File: src/hdl/olir_pkg.sv
// Package for the ordered list block: sizes, mode and status codes, width helpers.
// No dependencies.
`timescale 1ns / 1ps

package olir_pkg;

    localparam int CAPACITY  = 16;
    localparam int WORD_BITS = 32;

    localparam int IDX_W  = $clog2(CAPACITY);
    localparam int CNT_W  = $clog2(CAPACITY + 1);
    localparam int PORT_IDX_W = 5;
    localparam int PORT_CNT_W = 5;
    localparam int PORT_WORD_W = 32;
    localparam int CMP_W  = (CNT_W > PORT_IDX_W) ? CNT_W : PORT_IDX_W;
    localparam int OCW    = (CNT_W > PORT_CNT_W) ? CNT_W : PORT_CNT_W;
    localparam int EXT_W  = (WORD_BITS > PORT_WORD_W) ? WORD_BITS : PORT_WORD_W;

    typedef enum logic [1:0] {
        MD_READ   = 2'd0,
        MD_INSERT = 2'd1,
        MD_APPEND = 2'd2,
        MD_REMOVE = 2'd3
    } t_mode;

    typedef enum logic [1:0] {
        ST_OK       = 2'd0,
        ST_RANGE    = 2'd1,
        ST_FULL     = 2'd2,
        ST_NOTFOUND = 2'd3
    } t_status;

    function automatic logic [WORD_BITS-1:0] word_in(input logic [PORT_WORD_W-1:0] v);
        logic [EXT_W-1:0] e;
        e = EXT_W'(v);
        return e[WORD_BITS-1:0];
    endfunction

    function automatic logic [PORT_WORD_W-1:0] word_out(input logic [WORD_BITS-1:0] w);
        logic [EXT_W-1:0] e;
        e = EXT_W'(w);
        return e[PORT_WORD_W-1:0];
    endfunction

    function automatic logic [PORT_CNT_W-1:0] cnt_out(input logic [CNT_W-1:0] c);
        logic [OCW-1:0] e;
        e = OCW'(c);
        return e[PORT_CNT_W-1:0];
    endfunction

endpackage

File: src/hdl/ordered_list_insert_remove.sv
// Ordered list top level: command sequencer around one entry RAM.
// Depends on olir_pkg and olir_ram.
//
// Usage:
//   A command word (i_mode, i_index, i_value) is taken at a rising edge with
//   start high and busy low. busy stays high while the sequencer walks the
//   list; one result word (o_read_data, o_status, o_entry_count) is shown
//   for exactly one cycle with o_done high. The receiver cannot stall.
//   Command flow: append, and any command rejected up front, finish straight
//   from idle; a read in range waits for the RAM read; an insert at index k
//   moves each entry from the end down to k up one place, then writes the
//   new value at k; a remove compares entries from the head until a match,
//   then shifts each later entry down one place, or reports not found after
//   the last entry.
//   Each move or compare is one RAM read, then a write or a compare,
//   through the single registered read port of the entry RAM.
//   busy drops in the cycle o_done is high, so the next command may be
//   taken while the result is still shown.
//   Reset empties the list (count zero); RAM contents are not cleared.
`timescale 1ns / 1ps

module ordered_list_insert_remove (
    input  logic        i_clk,
    input  logic        i_rst_n,
    input  logic        start,
    output logic        busy,
    input  logic [1:0]  i_mode,
    input  logic [4:0]  i_index,
    input  logic [31:0] i_value,
    output logic        o_done,
    output logic [31:0] o_read_data,
    output logic [1:0]  o_status,
    output logic [4:0]  o_entry_count
);

    typedef enum logic [2:0] {
        S_IDLE,
        S_RD_WAIT,
        S_INS_RD,
        S_INS_WR,
        S_RM_RD,
        S_RM_CMP,
        S_SH_RD,
        S_SH_WR
    } t_state;

    t_state                            r_state;
    logic [olir_pkg::CNT_W-1:0]        r_count;
    logic [olir_pkg::CNT_W-1:0]        r_ptr;
    logic [olir_pkg::CNT_W-1:0]        r_idx;
    logic [olir_pkg::WORD_BITS-1:0]    r_val;
    logic                              r_done;
    logic [31:0]                       r_rdata;
    olir_pkg::t_status                 r_status;
    logic [4:0]                        r_ecount;

    logic                              ram_we;
    logic [olir_pkg::IDX_W-1:0]        ram_waddr;
    logic [olir_pkg::WORD_BITS-1:0]    ram_wdata;
    logic                              ram_re;
    logic [olir_pkg::IDX_W-1:0]        ram_raddr;
    logic [olir_pkg::WORD_BITS-1:0]    ram_rdata;

    logic [olir_pkg::CMP_W-1:0]        idx_ext;
    logic [olir_pkg::CMP_W-1:0]        cnt_ext;
    logic [olir_pkg::CNT_W-1:0]        ptr_inc;
    logic [olir_pkg::CNT_W-1:0]        ptr_dec;
    logic [olir_pkg::CNT_W-1:0]        cnt_inc;
    logic [olir_pkg::CNT_W-1:0]        cnt_dec;
    logic                              full;
    olir_pkg::t_mode                   mode;

    assign mode    = olir_pkg::t_mode'(i_mode);
    assign idx_ext = olir_pkg::CMP_W'(i_index);
    assign cnt_ext = olir_pkg::CMP_W'(r_count);
    assign ptr_inc = r_ptr + 1'b1;
    assign ptr_dec = r_ptr - 1'b1;
    assign cnt_inc = r_count + 1'b1;
    assign cnt_dec = r_count - 1'b1;
    assign full    = (r_count == olir_pkg::CNT_W'(olir_pkg::CAPACITY));

    olir_ram #(
        .WIDTH (olir_pkg::WORD_BITS),
        .DEPTH (olir_pkg::CAPACITY)
    ) u_ram (
        .i_clk   (i_clk),
        .i_we    (ram_we),
        .i_waddr (ram_waddr),
        .i_wdata (ram_wdata),
        .i_re    (ram_re),
        .i_raddr (ram_raddr),
        .o_rdata (ram_rdata)
    );

    always_comb begin
        ram_we    = 1'b0;
        ram_waddr = '0;
        ram_wdata = r_val;
        ram_re    = 1'b0;
        ram_raddr = '0;
        unique case (r_state)
            S_IDLE: begin
                if (start && mode == olir_pkg::MD_READ) begin
                    ram_re    = 1'b1;
                    ram_raddr = idx_ext[olir_pkg::IDX_W-1:0];
                end
                if (start && mode == olir_pkg::MD_APPEND && !full) begin
                    ram_we    = 1'b1;
                    ram_waddr = r_count[olir_pkg::IDX_W-1:0];
                    ram_wdata = olir_pkg::word_in(i_value);
                end
            end
            S_RD_WAIT: ;
            S_INS_RD: begin
                if (r_ptr > r_idx) begin
                    ram_re    = 1'b1;
                    ram_raddr = ptr_dec[olir_pkg::IDX_W-1:0];
                end else begin
                    ram_we    = 1'b1;
                    ram_waddr = r_idx[olir_pkg::IDX_W-1:0];
                end
            end
            S_INS_WR: begin
                ram_we    = 1'b1;
                ram_waddr = r_ptr[olir_pkg::IDX_W-1:0];
                ram_wdata = ram_rdata;
            end
            S_RM_RD: begin
                if (r_ptr != r_count) begin
                    ram_re    = 1'b1;
                    ram_raddr = r_ptr[olir_pkg::IDX_W-1:0];
                end
            end
            S_RM_CMP: ;
            S_SH_RD: begin
                if (ptr_inc < r_count) begin
                    ram_re    = 1'b1;
                    ram_raddr = ptr_inc[olir_pkg::IDX_W-1:0];
                end
            end
            S_SH_WR: begin
                ram_we    = 1'b1;
                ram_waddr = r_ptr[olir_pkg::IDX_W-1:0];
                ram_wdata = ram_rdata;
            end
        endcase
    end

    always_ff @(posedge i_clk) begin
        if (!i_rst_n) begin
            r_state <= S_IDLE;
            r_count <= '0;
            r_done  <= 1'b0;
        end else begin
            r_done <= 1'b0;
            unique case (r_state)
                S_IDLE: begin
                    if (start) begin
                        r_idx   <= idx_ext[olir_pkg::CNT_W-1:0];
                        r_val   <= olir_pkg::word_in(i_value);
                        r_rdata <= '0;
                        unique case (mode)
                            olir_pkg::MD_READ: begin
                                if (idx_ext < cnt_ext) begin
                                    r_state <= S_RD_WAIT;
                                end else begin
                                    r_done   <= 1'b1;
                                    r_status <= olir_pkg::ST_RANGE;
                                    r_ecount <= olir_pkg::cnt_out(r_count);
                                end
                            end
                            olir_pkg::MD_INSERT: begin
                                if (idx_ext > cnt_ext) begin
                                    r_done   <= 1'b1;
                                    r_status <= olir_pkg::ST_RANGE;
                                    r_ecount <= olir_pkg::cnt_out(r_count);
                                end else if (full) begin
                                    r_done   <= 1'b1;
                                    r_status <= olir_pkg::ST_FULL;
                                    r_ecount <= olir_pkg::cnt_out(r_count);
                                end else begin
                                    r_ptr   <= r_count;
                                    r_state <= S_INS_RD;
                                end
                            end
                            olir_pkg::MD_APPEND: begin
                                r_done <= 1'b1;
                                if (full) begin
                                    r_status <= olir_pkg::ST_FULL;
                                    r_ecount <= olir_pkg::cnt_out(r_count);
                                end else begin
                                    r_count  <= cnt_inc;
                                    r_status <= olir_pkg::ST_OK;
                                    r_ecount <= olir_pkg::cnt_out(cnt_inc);
                                end
                            end
                            olir_pkg::MD_REMOVE: begin
                                r_ptr   <= '0;
                                r_state <= S_RM_RD;
                            end
                        endcase
                    end
                end
                S_RD_WAIT: begin
                    r_done   <= 1'b1;
                    r_rdata  <= olir_pkg::word_out(ram_rdata);
                    r_status <= olir_pkg::ST_OK;
                    r_ecount <= olir_pkg::cnt_out(r_count);
                    r_state  <= S_IDLE;
                end
                S_INS_RD: begin
                    if (r_ptr > r_idx) begin
                        r_state <= S_INS_WR;
                    end else begin
                        r_count  <= cnt_inc;
                        r_done   <= 1'b1;
                        r_status <= olir_pkg::ST_OK;
                        r_ecount <= olir_pkg::cnt_out(cnt_inc);
                        r_state  <= S_IDLE;
                    end
                end
                S_INS_WR: begin
                    r_ptr   <= ptr_dec;
                    r_state <= S_INS_RD;
                end
                S_RM_RD: begin
                    if (r_ptr == r_count) begin
                        r_done   <= 1'b1;
                        r_status <= olir_pkg::ST_NOTFOUND;
                        r_ecount <= olir_pkg::cnt_out(r_count);
                        r_state  <= S_IDLE;
                    end else begin
                        r_state <= S_RM_CMP;
                    end
                end
                S_RM_CMP: begin
                    if (ram_rdata == r_val) begin
                        r_state <= S_SH_RD;
                    end else begin
                        r_ptr   <= ptr_inc;
                        r_state <= S_RM_RD;
                    end
                end
                S_SH_RD: begin
                    if (ptr_inc < r_count) begin
                        r_state <= S_SH_WR;
                    end else begin
                        r_count  <= cnt_dec;
                        r_done   <= 1'b1;
                        r_status <= olir_pkg::ST_OK;
                        r_ecount <= olir_pkg::cnt_out(cnt_dec);
                        r_state  <= S_IDLE;
                    end
                end
                S_SH_WR: begin
                    r_ptr   <= ptr_inc;
                    r_state <= S_SH_RD;
                end
            endcase
        end
    end

    assign busy          = (r_state != S_IDLE);
    assign o_done        = r_done;
    assign o_read_data   = r_rdata;
    assign o_status      = r_status;
    assign o_entry_count = r_ecount;

endmodule

File: src/hdl/olir_ram.sv
// Generic single-write, single-read RAM with registered read data.
// No dependencies.
`timescale 1ns / 1ps

module olir_ram #(
    parameter int WIDTH = 32,
    parameter int DEPTH = 16
) (
    input  logic                     i_clk,
    input  logic                     i_we,
    input  logic [$clog2(DEPTH)-1:0] i_waddr,
    input  logic [WIDTH-1:0]         i_wdata,
    input  logic                     i_re,
    input  logic [$clog2(DEPTH)-1:0] i_raddr,
    output logic [WIDTH-1:0]         o_rdata
);

    logic [WIDTH-1:0] r_mem [DEPTH];
    logic [WIDTH-1:0] r_rdata;

    always_ff @(posedge i_clk) begin
        if (i_we) begin
            r_mem[i_waddr] <= i_wdata;
        end
        if (i_re) begin
            r_rdata <= r_mem[i_raddr];
        end
    end

    assign o_rdata = r_rdata;

endmodule

File: config.mk
export PLATFORM = sky130hd
export DESIGN_NAME = ordered_list_insert_remove
export DESIGN_NICKNAME = d
export VERILOG_FILES = /design/src/hdl/olir_pkg.sv /design/src/hdl/ordered_list_insert_remove.sv /design/src/hdl/olir_ram.sv
export SDC_FILE = /design/constraint.sdc
export NUM_CORES = 1
export LEC_CHECK = 0
export ABC_AREA = 1
export BUFFER_PORTS_ARGS = -buffer_cell sky130_fd_sc_hd__buf_2
export CAP_MARGIN = 20
export CELL_PAD_IN_SITES_DETAIL_PLACEMENT = 0
export CELL_PAD_IN_SITES_GLOBAL_PLACEMENT = 1
export CORE_MARGIN = 3
export CORE_UTILIZATION = 47
export CTS_CLUSTER_DIAMETER = 120
export DETAILED_ROUTE_END_ITERATION = 8
export PLACE_DENSITY_LB_ADDON = 0.3
export SYNTH_ARGS = -nofsm -noshare
export SYNTH_HDL_FRONTEND = slang
export SYNTH_SLANG_ARGS = --single-unit
File: constraint.sdc
create_clock -name i_clk -period 7.5 [get_ports i_clk]
set_clock_uncertainty 0.2 [all_clocks]
set_input_delay 0 -clock i_clk [delete_from_list [all_inputs] [get_ports i_clk]]
set_output_delay 0 -clock i_clk [all_outputs]
set_load 0.03 [all_outputs]
# After elaboration in Yosys (flattened, before gate mapping)
# Memory sizes are Yosys's and may differ from the RTL's. A register that Yosys moved wholly into a read port is not among the register bits.
# Index checks and enable logic that the tools add are counted.
[word_totals] mem_bits_ro=0 memories=1 out_inout_bits=41 latchBits=0 regBits=90 mem_bits_rw=512 elab_cells=133 input_bits=42
[mem_list] memory="u_ram.r_mem" depth=16 width=32 rd=1 rd_clocked_by_memory_dff=1 write_ports=1 line="olir_ram.sv:18" source="logic [WIDTH-1:0] r_mem [DEPTH];"
[op_classes] n_addsub=4 bitwise=0 n_lt_le_gt_ge=4 n_mul=0 shifts=0 div=0 reduce_logical=18 muxes=69 eq_ne=28
[ops] cell="one-hot mux 32 bit (2 select lines)" n=2
[ops] cell="two-way mux 5 bit" n=14
[ops] cell="two-way mux 32 bit" n=2
[ops] cell="== test 32 bit" n=1
[ops] cell="one-hot mux 5 bit (3 select lines)" n=2
[ops] cell="one-hot mux 5 bit (5 select lines)" n=1
[ops] cell="two-way mux 4 bit" n=6
[ops] cell="one-hot mux 3 bit (8 select lines)" n=1
[ops] cell="two-way mux 2 bit" n=10
[ops] cell="one-hot mux 5 bit (4 select lines)" n=1
[ops] cell="two-way mux 3 bit" n=6
[ops] cell="one-hot mux 4 bit (4 select lines)" n=1
[ops] cell="two-way mux 1 bit" n=14
[ops] cell="== test 3 bit (second input constant)" n=4
[ops] cell="!= test 2 bit (second input constant)" n=6
[ops] cell="!= test 3 bit (second input constant)" n=4
[ops] cell="one-hot mux 4 bit (3 select lines)" n=1
[ops] cell="adder 5 x 1 -> 5 bit (second input constant)" n=2
[ops] cell="greater-than comparator 5 bit" n=2
[ops] cell="< comparator 5 bit" n=2
[ops] cell="one-hot mux 2 bit (5 select lines)" n=1
[ops] cell="one-hot mux 5 bit (2 select lines)" n=1
[ops] cell="AND reduction 5 bit" n=2
[ops] cell="subtractor 5 x 1 -> 5 bit (second input constant)" n=2
[ops] cell="28 further kinds" n=35

# Longest topological paths before layout
[depth] ltp_word=7 mapped_depth=19 mapped_depth_nobuf=17

# Cells and area by module
# From an unflattened synthesis, not the netlist that was laid out.
[unflattened] hier_cells=2836 hier_area_um2=28904.0
[modules_own_cells] module="olir_ram" cells_each=2120 seq_area_each_um2=16335.7 area_per_inst_um2=23050.9 n_inst=1
[modules_own_cells] module="ordered_list_insert_remove" cells_each=716 seq_area_each_um2=2612.5 area_per_inst_um2=5853.1 n_inst=1

# Worst setup path after synthesis
# Ideal clock, no wire load.
[synth_timing] path_kind="reg2reg" startpoint="reg r_count, in the netlist cnt_ext[1]" endpoint="mem u_ram.r_mem[0][0], enable pin" slack_ps=2742 t_arrival_ps=4088 stages_incl_launch_ff=13 setup_ps=470 required_ps=6830 period_less_slack_ps=4758 path_buffers=0 path_cell_list="dfxtp_1 inv_1 ha_1 nand3_2 nand2_2 inv_2 nand2_1 nor2_1 a21oi_1 o21ai_0 inv_1 nand2_1 a211oi_1"
[synth_between] elab_chain_len=7 elab_cells_between_ends=9 cone_classes="eq/ne (1); mux (6); reduce/logical (2)"
[synth_lines] element="from (decl)" line="ordered_list_insert_remove.sv:48" source="logic [olir_pkg::CNT_W-1:0] r_count;"
[synth_lines] element="from (signal assigned)" line="ordered_list_insert_remove.sv:192" source="r_count <= cnt_inc;"
[synth_lines] element="from (signal assigned)" line="ordered_list_insert_remove.sv:215" source="r_count <= cnt_inc;"
[synth_lines] element="from (signal assigned)" line="ordered_list_insert_remove.sv:248" source="r_count <= cnt_dec;"
[synth_lines] element="== test 5 bit" line="ordered_list_insert_remove.sv:80" source="assign full = (r_count == olir_pkg::CNT_W'(olir_pkg::CAPACITY));"
[synth_lines] element="zero test 1 bit" line="ordered_list_insert_remove.sv:107" source="if (start && mode == olir_pkg::MD_APPEND && !full) begin"
[synth_lines] element="logical AND 1 bit" line="ordered_list_insert_remove.sv:107"
[synth_lines] element="two-way mux 1 bit" line="ordered_list_insert_remove.sv:107"
[synth_lines] element="one-hot mux 1 bit (3 select lines)" line="ordered_list_insert_remove.sv:101" source="unique case (r_state)"
[synth_lines] element="two-way mux 1 bit" line="olir_ram.sv:22" source="if (i_we) begin"
[synth_lines] element="two-way mux 1 bit (not written as such)" line="olir_ram.sv:23" source="r_mem[i_waddr] <= i_wdata;"
[synth_lines] element="to (decl)" line="olir_ram.sv:18"
# Several ways; a longest one is shown, not always the timed one.

# Final worst setup path
[layout_timing] startpoint="reg r_ptr[1] (netlist bit)" endpoint="reg u_ram.r_rdata[17], in the netlist u_ram.o_rdata[17], read port of u_ram.r_mem (data pin)"
[layout_between] elab_chain_len=4 elab_cells_between_ends=13 cone_classes="add/sub (2); order compare (2); eq/ne (1); mux (8)"
[layout_lines] element="from (decl)" line="ordered_list_insert_remove.sv:49" source="logic [olir_pkg::CNT_W-1:0] r_ptr;"
[layout_lines] element="from (signal assigned)" line="ordered_list_insert_remove.sv:182" source="r_ptr <= r_count;"
[layout_lines] element="from (signal assigned)" line="ordered_list_insert_remove.sv:223" source="r_ptr <= ptr_dec;"
[layout_lines] element="from (signal assigned)" line="ordered_list_insert_remove.sv:240" source="r_ptr <= ptr_inc;"
[layout_lines] element="adder 5 x 1 -> 5 bit" line="ordered_list_insert_remove.sv:76" source="assign ptr_inc = r_ptr + 1'b1;"
[layout_lines] element="< comparator 5 bit" line="ordered_list_insert_remove.sv:136" source="if (ptr_inc < r_count) begin"
[layout_lines] element="two-way mux 4 bit or two-way mux 1 bit (tied branches)" line="ordered_list_insert_remove.sv:136"
[layout_lines] element="one-hot mux 4 bit (4 select lines) or one-hot mux 1 bit (4 select lines) (tied branches)" line="ordered_list_insert_remove.sv:101"
[layout_lines] element="to (decl)" line="olir_ram.sv:19" source="logic [WIDTH-1:0] r_rdata;"
# Several ways; a longest one is shown, not always the timed one.
# A chain may end at the register's enable or synchronous reset.

==> impl_results.md <==
- Pwr per Cell Area: 253 nW/um^2
- Worst Max-Slew Pin Slew: about 1.1 ns
- Top-count cell post-synth: edfxtp_1
- Peak VDD IR: approximately 0.00014 V
- Initial Util: about 48%
- Critical path startpoint category: register
- CP Max Fanout: 155
- Vias: around 21000
- Clk Latency, worst-skew pair: 0.60 ns
- CTS root buf: clkbuf_16
- DRT antenna net count: 0
- IO Count: 83
- DR vias/cell: roughly 5.5
- H-tree levels: 3
- Die height: 255 um
- Total chip power: about 0.0084 W
- Cts repair resizes: 0
- Crit Path Class: register to register
- Sequential element share of the synthesized area: about two thirds
- Cells on Worst Hold Path: 4
- Final Hold Fails: 0
- Synth top area share: between 60% and 70%
- Diodes inserted: 0
- Met2 GRT Util: about two fifths
- Post-layout net count: between 2000 and 3000
- Initial antenna violation count: 1
- Top_reg_cell synth: edfxtp_1
- Top post-synthesis cells by area: edfxtp_1 (65%), nand3_1 (10%), nand2_1 (6.0%), inv_1 (5.8%), nand3b_1 (2.5%)
- Async set or reset register ratio after synthesis: 0%
- M1 GR Usage: about a third
- Cell Chain, Critical Path: ha_1 > nand3_1 > xor2_1 > ha_1 > a21o_1 > nor2_1 > nand3_2 > nand2_2 > nand2_8 > nand2_8 > buf_4 > nand2_1 > nand3_1 > nand3_1 > nand3_1 > nand2_1
- Vias in the first global route: just under 20000
- Yosys reg bits: 634
- Grt total ovfl: 0
- Combinational power share: roughly 13%
- Fillers: roughly 5200
- Worst-path clk slew: 0.06 ns
- Peak Freq: 190 MHz
- Critical Path Slowest Stage Cell: nand2_8
- Tcrit/Tclk final: between 70% and 80%
- HP Class: input port to register
- Reg2Reg Depth: 16
- PortBufs: 82
- Wirelength, routed: a little under 80000 um
- Setup TNS: 0 ns
- Die width: ~250 um
- Leakage: ~13 nW
- Post-Syn Instances: 2767
- Final Wtd Congestion: between 0.8 and 0.9
- Worst hold slack: 0.0584 ns
- TritonRoute pass-1 iters: 5
- Residual DRC: 0
- Switching part of the total: between 20 and 30%
- Max_cap viols: 0
- Share of cells above drive strength 1: around a tenth
- Inst Count DP: 3536
- Final setup fails: 0
- Die area: roughly 65000 um^2
- Synth Area per Inst: about 11 um^2
- Max-slew violations: 0
- RSZ-0062 raised after global routing: false
- Core region area: between 60000 and 70000 um^2
- Status: finished clean
- Initial drt markers: slightly below 2000
- CTS tree: done
- Min Clock Period, post-route: between 5 and 6 ns
- Sequential group share of total power: around half
- Fin cells: approximately 3700
- Net Count, Synth: around 2800
- M3 GR Usage: 4.70%
- Post-synthesis cell type count: 40
- Tot GR Track Use: approximately a quarter
- EDFF count, synth: 625
- Clock tree buffer depth: 3
- Internal: between 0.006 and 0.007 W
- Largest net degree at the start of global routing: ~160
- GRT Max-Usage Layer: met2
- CP peak stage delay: ~1 ns
- Yosys warnings: 0
- Clock Power Share: between 30% and 40%
- Psw: approximately 0.0022 W
- Cell taking the most area after synthesis: edfxtp_1
- Synthesized area: roughly 29000 um^2
- Most frequent cells after synthesis: edfxtp_1 (625), nand3_1 (596), nand2_1 (463), inv_1 (452), nor2_1 (122)
- Synthesis-to-finish area growth: 14.4%
- Drt wl/cell: approximately 21 um
- Crit. End Element: register
- Critical path required time: between 7 and 8 ns
- Max_slew headroom: 28.8%
- CP arrival: 5.41 ns
- # clock sinks: roughly 630
- Worst path most repeated cell: nand3_1
- First-pass GRT wire length: 119000 um
- Core Rows: 90
- Post-DP HPWL: around 44000 um
- CTS Buf Count: between 60 and 70
[worst max-delay path, delay by kind of cell, from the launching register on]
kind,cells,cell delay (ns)
and+or+nand+nor,11,2.61
xor gates and xnor gates,1,0.20
AOI/OAI and AO/OA,1,0.18
DFF,1,0.54
buffers and inverters,1,0.62
adders and majority gates,2,0.54
[path summary, 6_finish.rpt]
path                               from                            to  slack [ns]
min reg2reg  u_ram.o_rdata[4]$_DFFE_PP_  o_read_data[4]$_SDFFCE_PN0P_        0.43
max                  r_ptr[1]$_DFFE_PP_   u_ram.o_rdata[17]$_DFFE_PP_        2.23
min                             i_rst_n       cnt_ext[0]$_SDFFE_PN0P_        0.06
max reg2reg          r_ptr[1]$_DFFE_PP_   u_ram.o_rdata[17]$_DFFE_PP_        2.23
[sequential cells by signal (all words and copies together) (netlist names)]
register / flops
r_idx: 5
cnt_ext: 5
r_val: 32
o_status: 2
u_ram.r_mem: 512
u_ram.o_rdata: 32
r_ptr: 5
o_entry_count: 5
r_state: 3
o_read_data: 32
o_done: 1
[power groups by stage]
stage | registers, W | logic [W] | clock network (W)
after floorplan | 0.00431 | 0.000611 | 0
after global placement | 0.00429 | 0.00100 | 0
after detailed placement | 0.00429 | 0.00102 | 0
after CTS | 0.00422 | 0.00106 | 0.00317
after global routing | 0.00423 | 0.00119 | 0.00330
final | 0.00422 | 0.00108 | 0.00310
[placed cells by master (no fill, tap or decap), types with 2 or more instances in the layout]
cell and n:
xnor2_1 14, nand3b_1 97, nand2_8 2, nor2_2 2
dlygate4sd3_1 79, nand3_2 5, inv_2 7, inv_1 452
buf_2 82, o221ai_2 3, ha_1 23, nor4_1 3
xor2_1 18, nand4_1 8, o211ai_1 4, clkinv_2 4
clkbuf_16 71, nor2_1 104, o221ai_1 31, nand2_1 462
buf_4 67, a31oi_1 2, nor2_4 20, edfxtp_1 625
nand3_1 595, clkinv_1 22, clkbuf_1 16, dfxtp_1 9
o22ai_1 2, o21ai_0 58, nor3_1 15, o2111ai_1 2
nand2_2 6, a21oi_1 27, inv_6 4
[stage by stage]
stage                     setup WS [ns]  instance area (um^2)  util (%)
after floorplan                    2.74                 29100         -
after global placement             2.38                 30400      49.9
after detailed placement           2.30                 30400      49.9
after CTS                          2.27                 33200      54.6
after global routing               1.79                 33300      54.7
final                              2.23                 33300      54.7
[what timing repair did]
item                      CTS  global route
hold buffers               79             0
buffers inserted            0             0
hold endpoints to repair  358             0
[logic make-up after synthesis]
kind of cell               synth area share [%]
buffers and inverters                      8.65
adders and majority gates                 0.989
AOI/OAI and AO/OA                          2.95
DFF                                        65.1
and+or+nand+nor                            21.3
xor gates and xnor gates                  0.964
[area by class of cell]
class	count	area [um^2]	area share (%)
clock buffer	87	1840	5.52
inverter	464	1750	5.25
timing repair buffer	229	1730	5.21
multi-input combinational	1515	7850	23.6
sequential	634	18900	57.0
tap	782	978	2.94
clock inverter	29	179	0.538
[per-layer routing]
| layer | vias to the layer above | routed length (um) | part of all wire [%] |
|---|---|---|---|
| met5 | - | 0 | 0 |
| met3 | 114 | 7200 | 9.1 |
| met2 | 820 | 36300 | 46 |
| li1 | 9675 | - | - |
| met1 | 9900 | 33900 | 43 |
| met4 | 0 | 1820 | 2.3 |
Note: power is estimated with default switching activity, not from simulation.
